===== config.mk =====
export PLATFORM = sky130hd
export DESIGN_NAME = binary_time_led_blinker_core
export DESIGN_NICKNAME = d
export VERILOG_FILES = /design/src/rtl/btlb_pkg.sv /design/src/rtl/btlb_step.sv /design/src/rtl/binary_time_led_blinker_core.sv
export SDC_FILE = /design/constraint.sdc
export NUM_CORES = 1
export LEC_CHECK = 0
export BUFFER_PORTS_ARGS = -buffer_cell sky130_fd_sc_hd__buf_4
export CELL_PAD_IN_SITES_DETAIL_PLACEMENT = 1
export CELL_PAD_IN_SITES_GLOBAL_PLACEMENT = 1
export CORE_MARGIN = 1.5
export CORE_UTILIZATION = 45
export CTS_CLUSTER_DIAMETER = 30
export DETAILED_ROUTE_END_ITERATION = 10
export HOLD_SLACK_MARGIN = 0.1
export PLACE_DENSITY_LB_ADDON = 0.1
export SYNTH_ARGS = -nofsm -noshare
export SYNTH_HDL_FRONTEND = slang
export SYNTH_SLANG_ARGS = --single-unit

===== constraint.sdc =====
create_clock -name clk -period 3.15 [get_ports clk]
set_input_delay 0.4725 -clock clk [delete_from_list [all_inputs] [get_ports clk]]
set_output_delay 0.4725 -clock clk [all_outputs]
set_load 0.01 [all_outputs]

===== src/rtl/btlb_pkg.sv =====
// btlb_pkg: shared types and constants of the binary time led blinker
// no dependencies; used by btlb_step and binary_time_led_blinker_core
package btlb_pkg;

	// request kinds
	localparam logic KIND_TICK  = 1'b0;
	localparam logic KIND_START = 1'b1;

	// tick counts of the blink sequence
	localparam logic [3:0] LEAD_TICKS  = 4'd4;
	localparam logic [3:0] PAUSE_TICKS = 4'd9;
	localparam logic [3:0] GAP_TICKS   = 4'd6;
	localparam logic [3:0] ONE_TICKS   = 4'd7;
	localparam logic [3:0] ZERO_TICKS  = 4'd1;
	localparam logic [3:0] WAIT_MAX    = 4'd9;

	localparam logic [4:0] HOURS_HALF = 5'd12;
	localparam logic [4:0] HOURS_DAY  = 5'd24;

	// all flags clear means idle
	typedef struct packed {
		logic first;      // first bit of the value not yet shown
		logic light;      // next action lights the current bit
		logic minute_ph;
		logic hour_ph;
	} phase_t;

	typedef struct packed {
		phase_t     phase;
		logic [3:0] wait_cnt;
		logic [5:0] shift;
		logic       led;
	} state_t;

	typedef struct packed {
		logic       led_on;
		logic       display_update;
		logic [5:0] display_value;
		logic       active;
		logic       finished;
	} result_t;

endpackage


===== src/rtl/btlb_step.sv =====
// btlb_step: next-state and result logic for one request
// depends on btlb_pkg
module btlb_step (
	input  btlb_pkg::state_t  cur,
	input  logic              mode_24h,
	input  logic              kind,
	input  logic [4:0]        hour,
	input  logic [5:0]        minute,
	output btlb_pkg::state_t  nxt,
	output btlb_pkg::result_t res
);

	logic [4:0] hour_mod;
	logic [4:0] hour_12;
	logic [4:0] hour_show;
	logic [4:0] hour_blink;
	logic [5:0] shifted;
	logic       cur_active;
	logic       upd;
	logic [5:0] dval;
	logic       fin;

	// hour modulo 12 on a 5-bit value, zero shown as twelve
	always_comb begin
		if (hour < btlb_pkg::HOURS_HALF) begin
			hour_mod = hour;
		end else if (hour < btlb_pkg::HOURS_DAY) begin
			hour_mod = hour - btlb_pkg::HOURS_HALF;
		end else begin
			hour_mod = hour - btlb_pkg::HOURS_DAY;
		end
		hour_12    = (hour_mod == 5'd0) ? btlb_pkg::HOURS_HALF : hour_mod;
		hour_show  = mode_24h ? hour : hour_12;
		// afternoon hours always blink in 12-hour form
		hour_blink = (hour_show > btlb_pkg::HOURS_HALF) ?
			(hour_show - btlb_pkg::HOURS_HALF) : hour_show;
	end

	assign cur_active = |cur.phase;
	assign shifted    = cur.phase.first ? cur.shift : (cur.shift >> 1);

	always_comb begin
		nxt  = cur;
		upd  = 1'b0;
		dval = '0;
		fin  = 1'b0;
		if (kind == btlb_pkg::KIND_START) begin
			if (!cur_active) begin
				nxt.phase    = '{first: 1'b1, light: 1'b0, minute_ph: 1'b0, hour_ph: 1'b1};
				nxt.wait_cnt = btlb_pkg::LEAD_TICKS;
				nxt.shift    = {1'b0, hour_blink};
				nxt.led      = 1'b0;
				upd          = 1'b1;
				dval         = {1'b0, hour_show};
			end
		end else if (cur_active) begin
			if (cur.wait_cnt != 4'd0) begin
				nxt.wait_cnt = cur.wait_cnt - 4'd1;
			end else if (cur.phase.light) begin
				nxt.phase.light = 1'b0;
				nxt.wait_cnt    = cur.shift[0] ? btlb_pkg::ONE_TICKS : btlb_pkg::ZERO_TICKS;
				nxt.led         = 1'b1;
			end else begin
				nxt.led   = 1'b0;
				nxt.shift = shifted;
				if (shifted != 6'd0 || cur.phase.first) begin
					nxt.phase.first = 1'b0;
					nxt.phase.light = 1'b1;
					nxt.wait_cnt    = btlb_pkg::GAP_TICKS;
				end else if (cur.phase.hour_ph) begin
					nxt.phase    = '{first: 1'b1, light: 1'b0, minute_ph: 1'b1, hour_ph: 1'b0};
					nxt.shift    = minute;
					nxt.wait_cnt = btlb_pkg::PAUSE_TICKS;
					upd          = 1'b1;
					dval         = minute;
				end else begin
					nxt.phase = '0;
					fin       = 1'b1;
				end
			end
		end
	end

	always_comb begin
		res.led_on         = nxt.led;
		res.display_update = upd;
		res.display_value  = dval;
		res.active         = |nxt.phase;
		res.finished       = fin;
	end

endmodule


===== src/rtl/binary_time_led_blinker_core.sv =====
// binary_time_led_blinker_core: top level, request register, sequence state, result register
// depends on btlb_pkg and btlb_step
//
// channel   handshake            payload
// in        in_valid / in_ready  kind, hour, minute
// out       out_valid / out_ready led_on, display_update, display_value, active, finished
// cfg       cfg_we               cfg_data (mode_24h)
//
// one request per cycle sustained while out_ready holds; each request passes through the request
// register into the result register
// the sequence state updates when a request moves into the result register
// a stalled result holds the request register; in_ready drops only when both are full
// reset clears valids, sequence state and mode_24h
module binary_time_led_blinker_core (
	input  logic       clk,
	input  logic       arst_n,
	input  logic       cfg_we,
	input  logic       cfg_data,
	input  logic       in_valid,
	output logic       in_ready,
	input  logic       kind,
	input  logic [4:0] hour,
	input  logic [5:0] minute,
	output logic       out_valid,
	input  logic       out_ready,
	output logic       led_on,
	output logic       display_update,
	output logic [5:0] display_value,
	output logic       active,
	output logic       finished
);

	logic              mode_24h_q;
	logic              valid_s1;
	logic              kind_s1;
	logic [4:0]        hour_s1;
	logic [5:0]        minute_s1;
	logic              valid_s2;
	btlb_pkg::result_t res_s2;
	btlb_pkg::state_t  state_q;
	btlb_pkg::state_t  state_nxt;
	btlb_pkg::result_t res_nxt;
	logic              advance;
	logic              in_take;

	assign advance  = valid_s1 && (!valid_s2 || out_ready);
	assign in_ready = !valid_s1 || advance;
	assign in_take  = in_valid && in_ready;

	btlb_step u_step (
		.cur      (state_q),
		.mode_24h (mode_24h_q),
		.kind     (kind_s1),
		.hour     (hour_s1),
		.minute   (minute_s1),
		.nxt      (state_nxt),
		.res      (res_nxt)
	);

	always_ff @(posedge clk or negedge arst_n) begin
		if (!arst_n) begin
			mode_24h_q <= 1'b0;
		end else if (cfg_we) begin
			mode_24h_q <= cfg_data;
		end
	end

	always_ff @(posedge clk or negedge arst_n) begin
		if (!arst_n) begin
			valid_s1 <= 1'b0;
			valid_s2 <= 1'b0;
			state_q  <= '0;
		end else begin
			if (in_take) begin
				valid_s1 <= 1'b1;
			end else if (advance) begin
				valid_s1 <= 1'b0;
			end
			if (advance) begin
				valid_s2 <= 1'b1;
				state_q  <= state_nxt;
			end else if (out_ready) begin
				valid_s2 <= 1'b0;
			end
		end
	end

	always_ff @(posedge clk) begin
		if (in_take) begin
			kind_s1   <= kind;
			hour_s1   <= hour;
			minute_s1 <= minute;
		end
		if (advance) begin
			res_s2 <= res_nxt;
		end
	end

	assign out_valid      = valid_s2;
	assign led_on         = res_s2.led_on;
	assign display_update = res_s2.display_update;
	assign display_value  = res_s2.display_value;
	assign active         = res_s2.active;
	assign finished       = res_s2.finished;

	a_led_only_active: assert property (@(posedge clk) disable iff (!arst_n)
		state_q.led |-> (|state_q.phase))
		else $error("led lit while idle");

	a_wait_bounded: assert property (@(posedge clk) disable iff (!arst_n)
		state_q.wait_cnt <= btlb_pkg::WAIT_MAX)
		else $error("wait count out of range");

	a_finish_idle: assert property (@(posedge clk) disable iff (!arst_n)
		(valid_s2 && res_s2.finished) |-> !res_s2.active)
		else $error("finished while still active");

	a_start_goes_active: assert property (@(posedge clk) disable iff (!arst_n)
		(advance && kind_s1 == btlb_pkg::KIND_START) |=> (|state_q.phase))
		else $error("start did not begin a sequence");

endmodule

Word-level counts from Yosys, hierarchy flattened. Index checks and enable logic that the tools add are counted.

Add/subtract/negate cells: 4. Magnitude comparators: 3. Equal/unequal tests: 3. Mux-type cells: 44. Bitwise gates (word level): 1. Reduce and logical (&&, ||, !) cells: 19.

Operators with widths (number): 2-to-1 mux 6 bit (9); 2-to-1 mux 15 bit (3); 2-to-1 mux 5 bit (6); 2-to-1 mux 4 bit (5); 2-to-1 mux 1 bit (15); 2-to-1 mux 10 bit (1); subtractor 5 x 4 -> 5 bit (second input constant) (2); OR reduction 4 bit (2); 2-to-1 mux 7 bit (1); 2-to-1 mux 2 bit (3); != test 2 bit (second input constant) (3); nonzero test 2 bit (3); nonzero test 6 bit (1); > comparator 5 x 4 -> 1 bit (second input constant) (1); zero test 5 bit (1); < comparator 5 x 4 -> 1 bit (second input constant) (1); < comparator 5 bit (second input constant) (1); AND reduction 5 bit (1); nonzero test 5 bit (1); OR reduction 5 bit (1); subtractor 5 bit (second input constant) (1); AND reduction 4 bit (1); nonzero test 4 bit (1); subtractor 4 x 1 -> 4 bit (second input constant) (1); other kinds (5) (9).

Bits in registers: 40. Output and inout bits: 12. Logic and storage cells: 92.

Longest topological paths before layout. Gate-level depths: netlist of run 1.

Depth after elaboration: 11. Depth in mapped cells: 13. Depth with buffers taken out: 13.

By module. A second synthesis of run 1 with hierarchy kept.

Cells, all modules: 217. Area, all modules: 2413.6 um2.

By module, submodules not included: binary_time_led_blinker_core (times used 1, cells each 64, area each 1401.3 um2); btlb_step (times used 1, cells each 153, area each 1012.2 um2).

Worst setup path before layout of run 1. No wires, ideal clock.

Path type: register to register. From: register hour_s1[4]. To: register state_q[3] (netlist name). Library setup time: 0.133 ns. Data arrival time: 2.338 ns. Data required time: 3.017 ns. Setup slack: 0.679 ns. Stages on the path, launching flop included: 12. Buffers on the path: 0. Clock period less this slack: 2.471 ns. Cells stage by stage: edfxtp_1 inv_1 ha_1 a21oi_1 nor4_1 or3_1 nand2_1 ha_1 nor3b_1 or4_1 nand4_1 o211ai_1.

Cells in the longest elaborated chain, start to end: 10. Elaborated cells between the ends (all ways): 14. Those cells by class: add/sub: 3; order compare: 3; mux: 7; reduce/logical: 1.

Ends and longest elaborated chain: from (decl) (RTL line binary_time_led_blinker_core.sv:36) `logic [4:0] hour_s1;`; from (signal assigned) (RTL line binary_time_led_blinker_core.sv:91) `hour_s1 <= hour;`; subtractor 5 bit, or another cell as far along (RTL line btlb_step.sv:30) `hour_mod = hour - btlb_pkg::HOURS_DAY;`; 2-to-1 mux 5 bit (RTL line btlb_step.sv:27) `end else if (hour < btlb_pkg::HOURS_DAY) begin`; 2-to-1 mux 5 bit (RTL line btlb_step.sv:25) `if (hour < btlb_pkg::HOURS_HALF) begin`; zero test 5 bit (RTL line btlb_step.sv:32) `hour_12 = (hour_mod == 5'd0) ? btlb_pkg::HOURS_HALF : hour_mod;`; 2-to-1 mux 5 bit (RTL line btlb_step.sv:32); 2-to-1 mux 5 bit * (RTL line btlb_step.sv:33) `hour_show = mode_24h ? hour : hour_12;`; subtractor 5 x 4 -> 5 bit / > comparator 5 x 4 -> 1 bit (equally long branches) (RTL line btlb_step.sv:36, btlb_step.sv:35); 2-to-1 mux 5 bit * (RTL line btlb_step.sv:35) `hour_blink = (hour_show > btlb_pkg::HOURS_HALF) ?`; 2-to-1 mux 15 bit * (RTL line btlb_step.sv:48) `if (!cur_active) begin`; 2-to-1 mux 15 bit * (RTL line btlb_step.sv:47) `if (kind == btlb_pkg::KIND_START) begin`; to (signal assigned) (RTL line binary_time_led_blinker_core.sv:81) `state_q <= state_nxt;`; to (decl) (RTL line binary_time_led_blinker_core.sv:40) `btlb_pkg::state_t state_q;`.

Mark *: on every way between the ends. The rest lies on a longest branch, timed or not. The select of a mux whose other input is x is not followed. A chain may end at the register's enable or synchronous reset.

Final worst setup path of run 1. Ends and elaborated chain as after synthesis.

==> results of run 1 <==
cell families (layout without fill, tap and decap cells):
kind of cell	Yosys count	count (layout)	synth area share [%]
buffers and inverters	22	57	4.03
AO/OA/AOI/OAI	65	65	20.7
AND/OR/NAND/NOR	85	85	21.2
flip-flops	40	40	48.4
multiplexers	4	4	1.91
adder cells (fa/ha/maj)	7	7	3.81
flip-flops by register name, summed over array words and instances (netlist names):
name / count
led_on: 1
active: 1
display_update: 1
display_value: 6
kind_s1: 1
finished: 1
hour_s1: 5
out_valid: 1
minute_s1: 6
valid_s1: 1
state_q: 15
mode_24h_q: 1
per-stage QoR:
step	instance area, µm²	utilization (%)
2_1_floorplan	2300	-
3_3_place_gp	2600	54.0
3_5_place_dp	2600	54.0
4_1_cts	2700	56.0
5_1_grt	2700	56.1
6_report	2700	56.1
worst paths after layout:
check / start / end / slack, ps
hold / removal: hour[0] / hour_s1[0]$_DFFE_PP_ / 350
max in group asynchronous: arst_n / state_q[3]$_DFFE_PN0P_ / 2350
setup reg to reg: hour_s1[4]$_DFFE_PP_ / state_q[3]$_DFFE_PN0P_ / 300
hold reg to reg: state_q[8]$_DFFE_PN0P_ / state_q[8]$_DFFE_PN0P_ / 510
min in group asynchronous: arst_n / state_q[12]$_DFFE_PN0P_ / 590
setup / recovery: hour_s1[4]$_DFFE_PP_ / state_q[3]$_DFFE_PN0P_ / 300
repair_timing:
action	4_1_cts	5_1_grt
resized for setup	0	1
endpoints found under the setup margin	0	1
endpoints found under the hold margin	18	0
hold buffers	1	0
buffers inserted	0	0
cell type report:
type                    count  area [µm²]
multi-input cells         161        1100
clock inverters             2        12.5
flip-flops and latches     40        1110
inverters                  12        45.0
fillers                   564        2110
clock buffers               6        72.6
repair buffers             37         280
well taps                  67        83.8
power groups by stage:
stage	Combinational (mW)	Sequential (mW)	Clock, mW
floorplan	0.618	0.779	0
global placement	0.851	0.807	0
detailed placement	0.877	0.812	0
CTS	0.884	0.801	0.351
global route	0.970	0.816	0.369
finish	0.880	0.801	0.337
cell usage after synthesis (3+ instances only):
master,instances
nand2_1,24
edfxtp_1,22
dfrtp_1,18
inv_1,12
a21oi_1,11
nor2_1,10
o21ai_0,9
clkbuf_1,7
ha_1,7
nand2b_1,7
nor2b_1,7
nor3_1,7
o21ai_1,5
a211oi_1,4
a2bb2oi_1,4
a221oi_1,3
and2_1,3
and3_1,3
nand3b_1,3
nor3b_1,3
nor4_1,3
o31ai_1,3
or3_1,3
metal layers:
layer	global-route usage [%]	up-vias	wire [µm]
li1	-	910	-
met1	28.1	908	2620
met2	39.1	33	2950
met3	4.07	8	156
met4	7.88	0	89
met5	0	-	0
critical path, cell delays in order, from the launching register on:
cell,delay [ps]
edfxtp_1,510
inv_1,140
ha_1,290
a21oi_1,120
nor4_1,330
or3_1,180
nand2_1,90
ha_1,240
nor3b_2,180
or4_1,430
nand4_1,130
o211ai_1,80
==> impl_metrics.csv, run 1 <==
group,metric,value,unit
outcome,outcome,"finished, final reports clean",
logic_synthesis,postSynthAreaPerCell,10.3,µm²
logic_synthesis,synthCells,223,
power_and_ir_drop,p_total,2.02,mW
logic_synthesis,synth_ff_type,"edfxtp_1",
setup_path,endpoint_kind,"flip-flop",
sta,rsz0062_at_grt,"no",
setup_path,crit_path_max_fanout,9,
logic_synthesis,synth_top_area_share,28.8,%
logic_synthesis,synth_area_leader_cell,"edfxtp_1",
grt,antenna_found_initial,0,
layout,final_layout_size_suffix_gt1_share,19.8,%
grt,grt_max_degree,19,
place,place_ws,275,ps
layout,num_antenna_cells,0,
route,antenna_left,0,
place,dp_hpwl,4.30,mm
clocking,root_buffer,"clkbuf_8",
logic_synthesis,syn-num-nets,248,
grt,overflow,0,
clocking,cts_made_buffers,5,
grt,grt_usage,22.5,%
sta,slew_headroom,59.5,%
place,gp_congestion,0.865,
route,drt_iter0_drc,71,
power_and_ir_drop,p_comb_share,43.6,%
setup_path,r2r_cells,11,
sta,clock_skew,11.6,ps
logic_synthesis,synth_area,2300,µm²
sta,hold_slack,347,ps
logic_synthesis,ys_ff_latch,40,
place,portBuffers,29,
grt,grt_pass1_wl,9.10,mm
route,drt-total-wl,5.82,mm
route,via_per_inst,5.72,
clocking,cts_num_sinks,40,
power_and_ir_drop,pwr_density_cell,746,nW/µm²
die,die_h,74.4,µm
logic_synthesis,yosysSeqAreaShare,48.4,%
route,drtPass1Iterations,4,
setup_path,cp.required,3310,ps
die,die_w,74.4,µm
clocking,cts_tree,"built",
die,design.die.area,5540,µm²
flow_run,cap_violations,0,
power_and_ir_drop,peakVddDrop,351,µV
layout,mostFrequentLayoutCells,"buf_4, nand2_1, edfxtp_1",
sta,slew_violations,0,
logic_synthesis,yosys_warnings,0,
clocking,clk_latency,300,ps
clocking,path_clk_slew,80,ps
hold_path,holdPathStages,1,
clocking,htreeDepth,2,
power_and_ir_drop,sequentialPowerShare,39.7,%
power_and_ir_drop,cell_internal_pwr,1.21,mW
grt,first_global_vias,1849,
sta,hold_viol,0,
sta,period_share,90.6,%
sta,period_minus_slack,2850,ps
die,initial_core_util,47.7,%
logic_synthesis,synth_edf_count,22,
layout,nets,282,
setup_path,worst_ep_arrival_time,3020,ps
sta,fin_setup_tns,0,ps
die,num_io_pins,30,
die,core,4820,µm²
power_and_ir_drop,switchingPower,0.810,mW
logic_synthesis,ys_types,57,
sta,achievable-frequency,350,MHz
route,wire_per_inst,17.9,µm
place,dp_cells,316,
power_and_ir_drop,p_sw_share,40.2,%
setup_path,crit_type,"reg -> reg",
hold_path,hold_class,"in -> reg",
sta,setup_violations,0,
layout,layout.cells.non_filler,325,
route,drc,0,
sta,worst_slack,296,ps
layout,area_growth,17.7,%
power_and_ir_drop,p_clk_share,16.7,%
sta,max_slew.worst_pin.slew,608,ps
power_and_ir_drop,p_leak,1.10,nW
route,vias,1859,
clocking,clockBufferDepth,2,
setup_path,start_kind,"flip-flop",
die,core.rowCount,25,
logic_synthesis,synth.area.top_cells,"edfxtp_1, dfrtp_1, nand2_1",
logic_synthesis,async_reset_ff_share,45.0,%
layout,mostFrequentLayoutCell,"buf_4",
No activity file was read; power rests on OpenSTA's default activity.
==> run 2, diff against run 1 <==
--- a/config.mk
+++ b/config.mk
@@ -9,11 +9,13 @@
 export CELL_PAD_IN_SITES_DETAIL_PLACEMENT = 1
 export CELL_PAD_IN_SITES_GLOBAL_PLACEMENT = 1
 export CORE_MARGIN = 1.5
-export CORE_UTILIZATION = 45
+export CORE_UTILIZATION = 47
+export CTS_BUF_LIST = sky130_fd_sc_hd__clkbuf_4
 export CTS_CLUSTER_DIAMETER = 30
 export DETAILED_ROUTE_END_ITERATION = 10
 export HOLD_SLACK_MARGIN = 0.1
 export PLACE_DENSITY_LB_ADDON = 0.1
+export RECOVER_POWER = 100
 export SYNTH_ARGS = -nofsm -noshare
 export SYNTH_HDL_FRONTEND = slang
 export SYNTH_SLANG_ARGS = --single-unit
==> run 2 against run 1 <==
  * Critical path depth increased by 2
  * Total power decreased by 7.3%
  * Fmax decreased by 0.95%
  * Utilization decreased by 1.5 points
  * Worst hold slack got worse by 31 ps
  * Clock power decreased by 21%
  * Die area decreased by 4.1%
  * Combinational power decreased by 7.8%
  * Largest power group unchanged
  * Design area decreased by 4.5%
  * Sequential power decreased by 0.7%
==> impl_metrics.csv, run 2 (synthesis results as in run 1) <==
group,metric,value,unit
outcome,outcome,"finished, final reports clean",
die,design.die.area,5310,µm²
clocking,cts_made_buffers,5,
clocking,postCtsResizedCells,0,
sta,max_slew.worst_pin.slew,1110,ps
setup_path,r2r_cells,13,
grt,overflow,0,
route,drt_iter0_drc,116,
place,gp_congestion,0.870,
clocking,cts_tree,"built",
clocking,cts_num_sinks,40,
grt,antenna_found_initial,0,
flow_run,cap_violations,0,
layout,nets,281,
clocking,path_clk_slew,120,ps
sta,worst_slack,269,ps
die,num_io_pins,30,
layout,mostFrequentLayoutCells,"nand2_1, edfxtp_1, clkbuf_4",
layout,mostFrequentLayoutCell,"nand2_1",
setup_path,start_kind,"flip-flop",
sta,rsz0062_at_grt,"no",
die,initial_core_util,48.6,%
die,die_w,72.9,µm
route,drc,0,
route,drt-total-wl,5.55,mm
hold_path,holdPathStages,1,
clocking,clk_latency,340,ps
die,core.rowCount,25,
setup_path,endpoint_kind,"flip-flop",
die,core,4720,µm²
grt,grt_pass1_wl,9.03,mm
clocking,clockBufferDepth,2,
clocking,post-cts-setup-buffers,0,
grt,grt_max_degree,19,
power_and_ir_drop,p_leak,1.02,nW
die,die_h,72.9,µm
sta,slew_violations,0,
route,antenna_left,0,
sta,slew_headroom,25.8,%
sta,period_share,91.5,%
setup_path,worst_ep_arrival_time,3150,ps
sta,clock_skew,8.43,ps
grt,first_global_vias,1854,
layout,top_register,"state_q",
clocking,root_buffer,"clkbuf_4",
clocking,hold_buffers,1,
route,vias,1880,
grt,grt_usage,22.4,%
route,wire_per_inst,17.1,µm
layout,largest_reg_flops,15,
place,portBuffers,29,
place,dp_hpwl,4.22,mm
power_and_ir_drop,p_total,1.87,mW
sta,setup_violations,0,
layout,final_layout_size_suffix_gt1_share,12.8,%
route,drtPass1Iterations,4,
setup_path,cp.required,3420,ps
sta,achievable-frequency,347,MHz
route,via_per_inst,5.80,
power_and_ir_drop,peakVddDrop,367,µV
sta,hold_viol,0,
layout,area_growth,12.4,%
power_and_ir_drop,pwr_density_cell,725,nW/µm²
setup_path,crit_path_max_fanout,9,
layout,num_antenna_cells,0,
sta,fin_setup_tns,0,ps
sta,period_minus_slack,2880,ps
setup_path,crit_type,"reg -> reg",
place,place_ws,313,ps
hold_path,hold_class,"in -> reg",
clocking,htreeDepth,2,
==> run 2: layer usage <==
metal  global-route usage [%]  wire length, µm  vias up
li1                         -                -      910
met1                     30.8             2740      924
met2                     35.7             2580       42
met3                     4.28              180        4
met4                     7.13               44        0
met5                        0                0        -
==> run 2: metrics by stage <==
| stage | cells | hold WS, ps | area, µm² | util, % |
|---|---|---|---|---|
| floorplan | 223 | 177 | 2300 | - |
| global placement | 315 | 370 | 2590 | 54.9 |
| detailed placement | 315 | 368 | 2590 | 54.9 |
| CTS | 324 | 274 | 2660 | 56.3 |
| global route | 324 | 296 | 2580 | 54.6 |
| finish | 324 | 316 | 2580 | 54.6 |
==> run 2: worst paths after layout <==
kind                                        startpoint                endpoint  slack, ps
worst min-delay path                           hour[3]    hour_s1[3]$_DFFE_PP_        320
max in group asynchronous                       arst_n    valid_s1$_DFFE_PN0P_       1640
worst max register to register    hour_s1[4]$_DFFE_PP_  state_q[3]$_DFFE_PN0P_        270
worst min register to register  state_q[1]$_DFFE_PN0P_  state_q[1]$_DFFE_PN0P_        530
min in group asynchronous                       arst_n  state_q[2]$_DFFE_PN0P_        850
worst max-delay path              hour_s1[4]$_DFFE_PP_  state_q[3]$_DFFE_PN0P_        270
==> run 2: area by class of cell <==
cell class / instances / area, µm²
fill: 547 / 2140
sequential: 40 / 1110
multi-input combinational: 161 / 1060
timing repair buffer: 36 / 220
tap: 67 / 83.8
clock buffer: 7 / 52.6
inverter: 12 / 45.0
clock inverter: 1 / 3.75
==> run 2: critical path, cell delays in order (launching register included) <==
cell and delay (ps):
edfxtp_1 530, inv_1 150, ha_1 270, a21oi_1 120, o31ai_1 270, o211ai_1 170
and2_1 200, inv_1 80, ha_1 180, nor3b_1 330, a211oi_1 100, o21ai_0 110
nand4_1 120, o211ai_1 180
==> run 2: power breakdown <==
group          total [mW]  switching, mW  internal, mW
logic               0.811          0.477         0.335
clock network       0.265          0.162         0.103
registers           0.795          0.122         0.672
==> run 3, diff against run 2 <==
--- a/config.mk
+++ b/config.mk
@@ -5,11 +5,13 @@
 export SDC_FILE = /design/constraint.sdc
 export NUM_CORES = 1
 export LEC_CHECK = 0
+export ABC_AREA = 1
 export BUFFER_PORTS_ARGS = -buffer_cell sky130_fd_sc_hd__buf_4
 export CELL_PAD_IN_SITES_DETAIL_PLACEMENT = 1
 export CELL_PAD_IN_SITES_GLOBAL_PLACEMENT = 1
+export CORE_ASPECT_RATIO = 0.75
 export CORE_MARGIN = 1.5
-export CORE_UTILIZATION = 47
+export CORE_UTILIZATION = 45
 export CTS_BUF_LIST = sky130_fd_sc_hd__clkbuf_4
 export CTS_CLUSTER_DIAMETER = 30
 export DETAILED_ROUTE_END_ITERATION = 10
==> constraint.sdc (replaced) <==
create_clock -name clk -period 2.9 [get_ports clk]
set_input_delay 0.435 -clock clk [delete_from_list [all_inputs] [get_ports clk]]
set_output_delay 0.435 -clock clk [all_outputs]
set_load 0.01 [all_outputs]
==> run 3 against run 2 <==
  * First-iteration DRC count rose by 0.86%
  * Design area decreased by 1.7%
  * Die area rose by 2.7%
  * Clock skew up 13 ps
  * Sequential cell count did not move
  * The run now ends with DRC left
  * Total power is 31% higher
  * Wire length up 1.3%
==> impl_metrics.csv, run 3 <==
group,metric,value,unit
power_and_ir_drop,p_leak,1.17,nW
setup_path,worst_ep_arrival_time,2740,ps
clocking,path_clk_slew,130,ps
sta,hold_slack,254,ps
outcome,failed_checks,"DRC",
logic_synthesis,yosys.area_share.simple,24.9,%
logic_synthesis,synth_top_area_share,29.3,%
sta,setup_violations,0,
sta,max_slew.worst_pin.slew,1100,ps
route,drt-total-wl,5.62,mm
logic_synthesis,synth_edf_count,22,
clocking,root_buffer,"clkbuf_4",
logic_synthesis,synth_most_common_cell,"nand2_1",
setup_path,path_buf_inv,3,
sta,slew_headroom,26.4,%
sta,clock_skew,21.8,ps
route,via_per_inst,5.22,
die,design.die.area,5450,µm²
logic_synthesis,synth_common_cells,"nand2_1, inv_1, edfxtp_1, dfrtp_1, nand3_1",
place,dp_hpwl,4.36,mm
setup_path,crit_type,"reg -> reg",
clocking,hold_buffers,1,
setup_path,crit_path_max_fanout,8,
logic_synthesis,synth_fa_ha_area_share,3.88,%
setup_path,start_kind,"flip-flop",
sta,achievable-frequency,400,MHz
sta,slew_violations,0,
logic_synthesis,synthCells,253,
route,drc,2,
sta,rsz0062_at_grt,"no",
sta,period_share,86.2,%
die,core.rowCount,22,
setup_path,crit_path_top_delay_cell,"nor2_1",
clocking,htreeDepth,2,
place,portBuffers,29,
clocking,clk_latency,370,ps
hold_path,hold_class,"in -> reg",
logic_synthesis,yosys_warnings,0,
layout,area_growth,12.4,%
grt,antenna_found_initial,0,
setup_path,max_stage_delay,460,ps
layout,nets,314,
die,core,4870,µm²
grt,grt_max_degree,19,
logic_synthesis,synth.area.mux_share,0,%
logic_synthesis,synth_area_leader_cell,"edfxtp_1",
die,die_h,64.3,µm
grt,first_global_vias,1876,
sta,fin_setup_tns,0,ps
setup_path,endpoint_kind,"flip-flop",
die,num_io_pins,30,
setup_path,crit_family,"simple AND/OR/NAND/NOR gates",
power_and_ir_drop,peakVddDrop,434,µV
power_and_ir_drop,p_total,2.45,mW
place,gp_congestion,0.913,
setup_path,crit_chain,"inv_1 > ha_1 > nand3_1 > nor2_1 > inv_1 > nor2_1 > inv_1 > o21ai_1 > nor2_1 > nand3_1",
outcome,outcome,"finished with violations",
logic_synthesis,synth-compound-area-share,13.7,%
grt,overflow,0,
logic_synthesis,ys_ff_latch,40,
die,initial_core_util,46.3,%
layout,final_layout_size_suffix_gt1_share,16.2,%
logic_synthesis,postSynthAreaPerCell,8.92,µm²
logic_synthesis,yosys.area_share.xor_xnor,1.16,%
grt,grt_usage,23.3,%
layout,fill_cells,578,
route,wire_per_inst,16.1,µm
clocking,cts_num_sinks,40,
flow_run,cap_violations,0,
clocking,cts_made_buffers,5,
route,drt_iter0_drc,117,
layout,num_antenna_cells,0,
logic_synthesis,synth.area.top_cells,"edfxtp_1, dfrtp_1, nand2_1",
grt,grt_pass1_wl,9.50,mm
sta,hold_viol,0,
logic_synthesis,synth_top_family_by_area,"simple AND/OR/NAND/NOR gates",
clocking,clockBufferDepth,2,
layout,mostFrequentLayoutCell,"nand2_1",
layout,largest_reg_flops,15,
logic_synthesis,synth_ff_type,"edfxtp_1",
sta,period_minus_slack,2500,ps
route,drtPass1Iterations,7,
logic_synthesis,async_reset_ff_share,45.0,%
route,vias,1827,
logic_synthesis,syn-num-nets,278,
logic_synthesis,yosysSeqAreaShare,49.2,%
layout,mostFrequentLayoutCells,"nand2_1, inv_1, edfxtp_1",
clocking,cts_tree,"built",
setup_path,cp.required,3140,ps
logic_synthesis,synth_area,2260,µm²
logic_synthesis,ys_types,34,
clocking,postCtsResizedCells,0,
clocking,post-cts-setup-buffers,0,
layout,top_register,"state_q",
power_and_ir_drop,pwr_density_cell,966,nW/µm²
die,die_w,84.8,µm
route,antenna_left,0,
==> run 3: changes by cell type after synthesis, sizes merged, moves of 9 or more <==
cell   previous run  this run
inv              12        37
nand2            24        76
nand3             2        16
nor2             10        19
==> run 3: through the flow <==
stage          utilization, %  area (µm²)  setup WS (ps)  cells
2_1_floorplan               -        2260            927    253
3_3_place_gp             52.1        2540            700    341
3_5_place_dp             52.1        2540            580    341
4_1_cts                  54.0        2630            589    350
5_1_grt                  52.1        2540            218    350
6_report                 52.1        2540            401    350
==> run 3: logic make-up after synthesis <==
group / count (synthesis)
AO/OA/AOI/OAI: 50
flip-flops: 40
adder cells (fa/ha/maj): 7
XOR/XNOR: 3
AND/OR/NAND/NOR: 114
buffers and inverters: 39
==> run 3: final cells by class <==
class | count | area, µm² | area share (%)
multi-input combinational | 174 | 942 | 37.1
clock buffer | 6 | 45.0 | 1.78
clock inverter | 2 | 35.0 | 1.38
timing repair buffer | 30 | 179 | 7.05
sequential | 40 | 1110 | 43.8
inverter | 38 | 150 | 5.92
tap | 60 | 75.1 | 2.96
==> run 3: metal layers <==
metal  track usage [%]  part of all wire (%)  vias to the layer above
met5                 0                     0                        -
met4              7.99                   1.5                        0
met3              4.26                   4.3                        8
met2              34.6                    42                       42
met1              34.1                    52                      871
li1                  -                     -                      906
==> run 3: path summary, 6_finish.rpt <==
| kind | from | end | slack, ps | depth (start not counted) |
|---|---|---|---|---|
| max in group asynchronous | arst_n | state_q[2]$_DFFE_PN0P_ | 1440 | 2 |
| worst max register to register | state_q[8]$_DFFE_PN0P_ | active$_DFFE_PP_ | 400 | 10 |
| worst min register to register | state_q[0]$_DFFE_PN0P_ | state_q[0]$_DFFE_PN0P_ | 490 | 2 |
| worst max-delay path | state_q[8]$_DFFE_PN0P_ | active$_DFFE_PP_ | 400 | 10 |
| worst min-delay path | cfg_we | mode_24h_q$_DFFE_PN0P_ | 250 | 2 |
| min in group asynchronous | arst_n | state_q[11]$_DFFE_PN0P_ | 780 | 2 |
==> run 3: power by group <==
| group | total (mW) | internal (mW) | switching [mW] |
|---|---|---|---|
| Clock | 0.379 | 0.190 | 0.189 |
| Combinational | 1.19 | 0.387 | 0.799 |
| Sequential | 0.887 | 0.761 | 0.126 |
| Total | 2.45 | 1.34 | 1.11 |
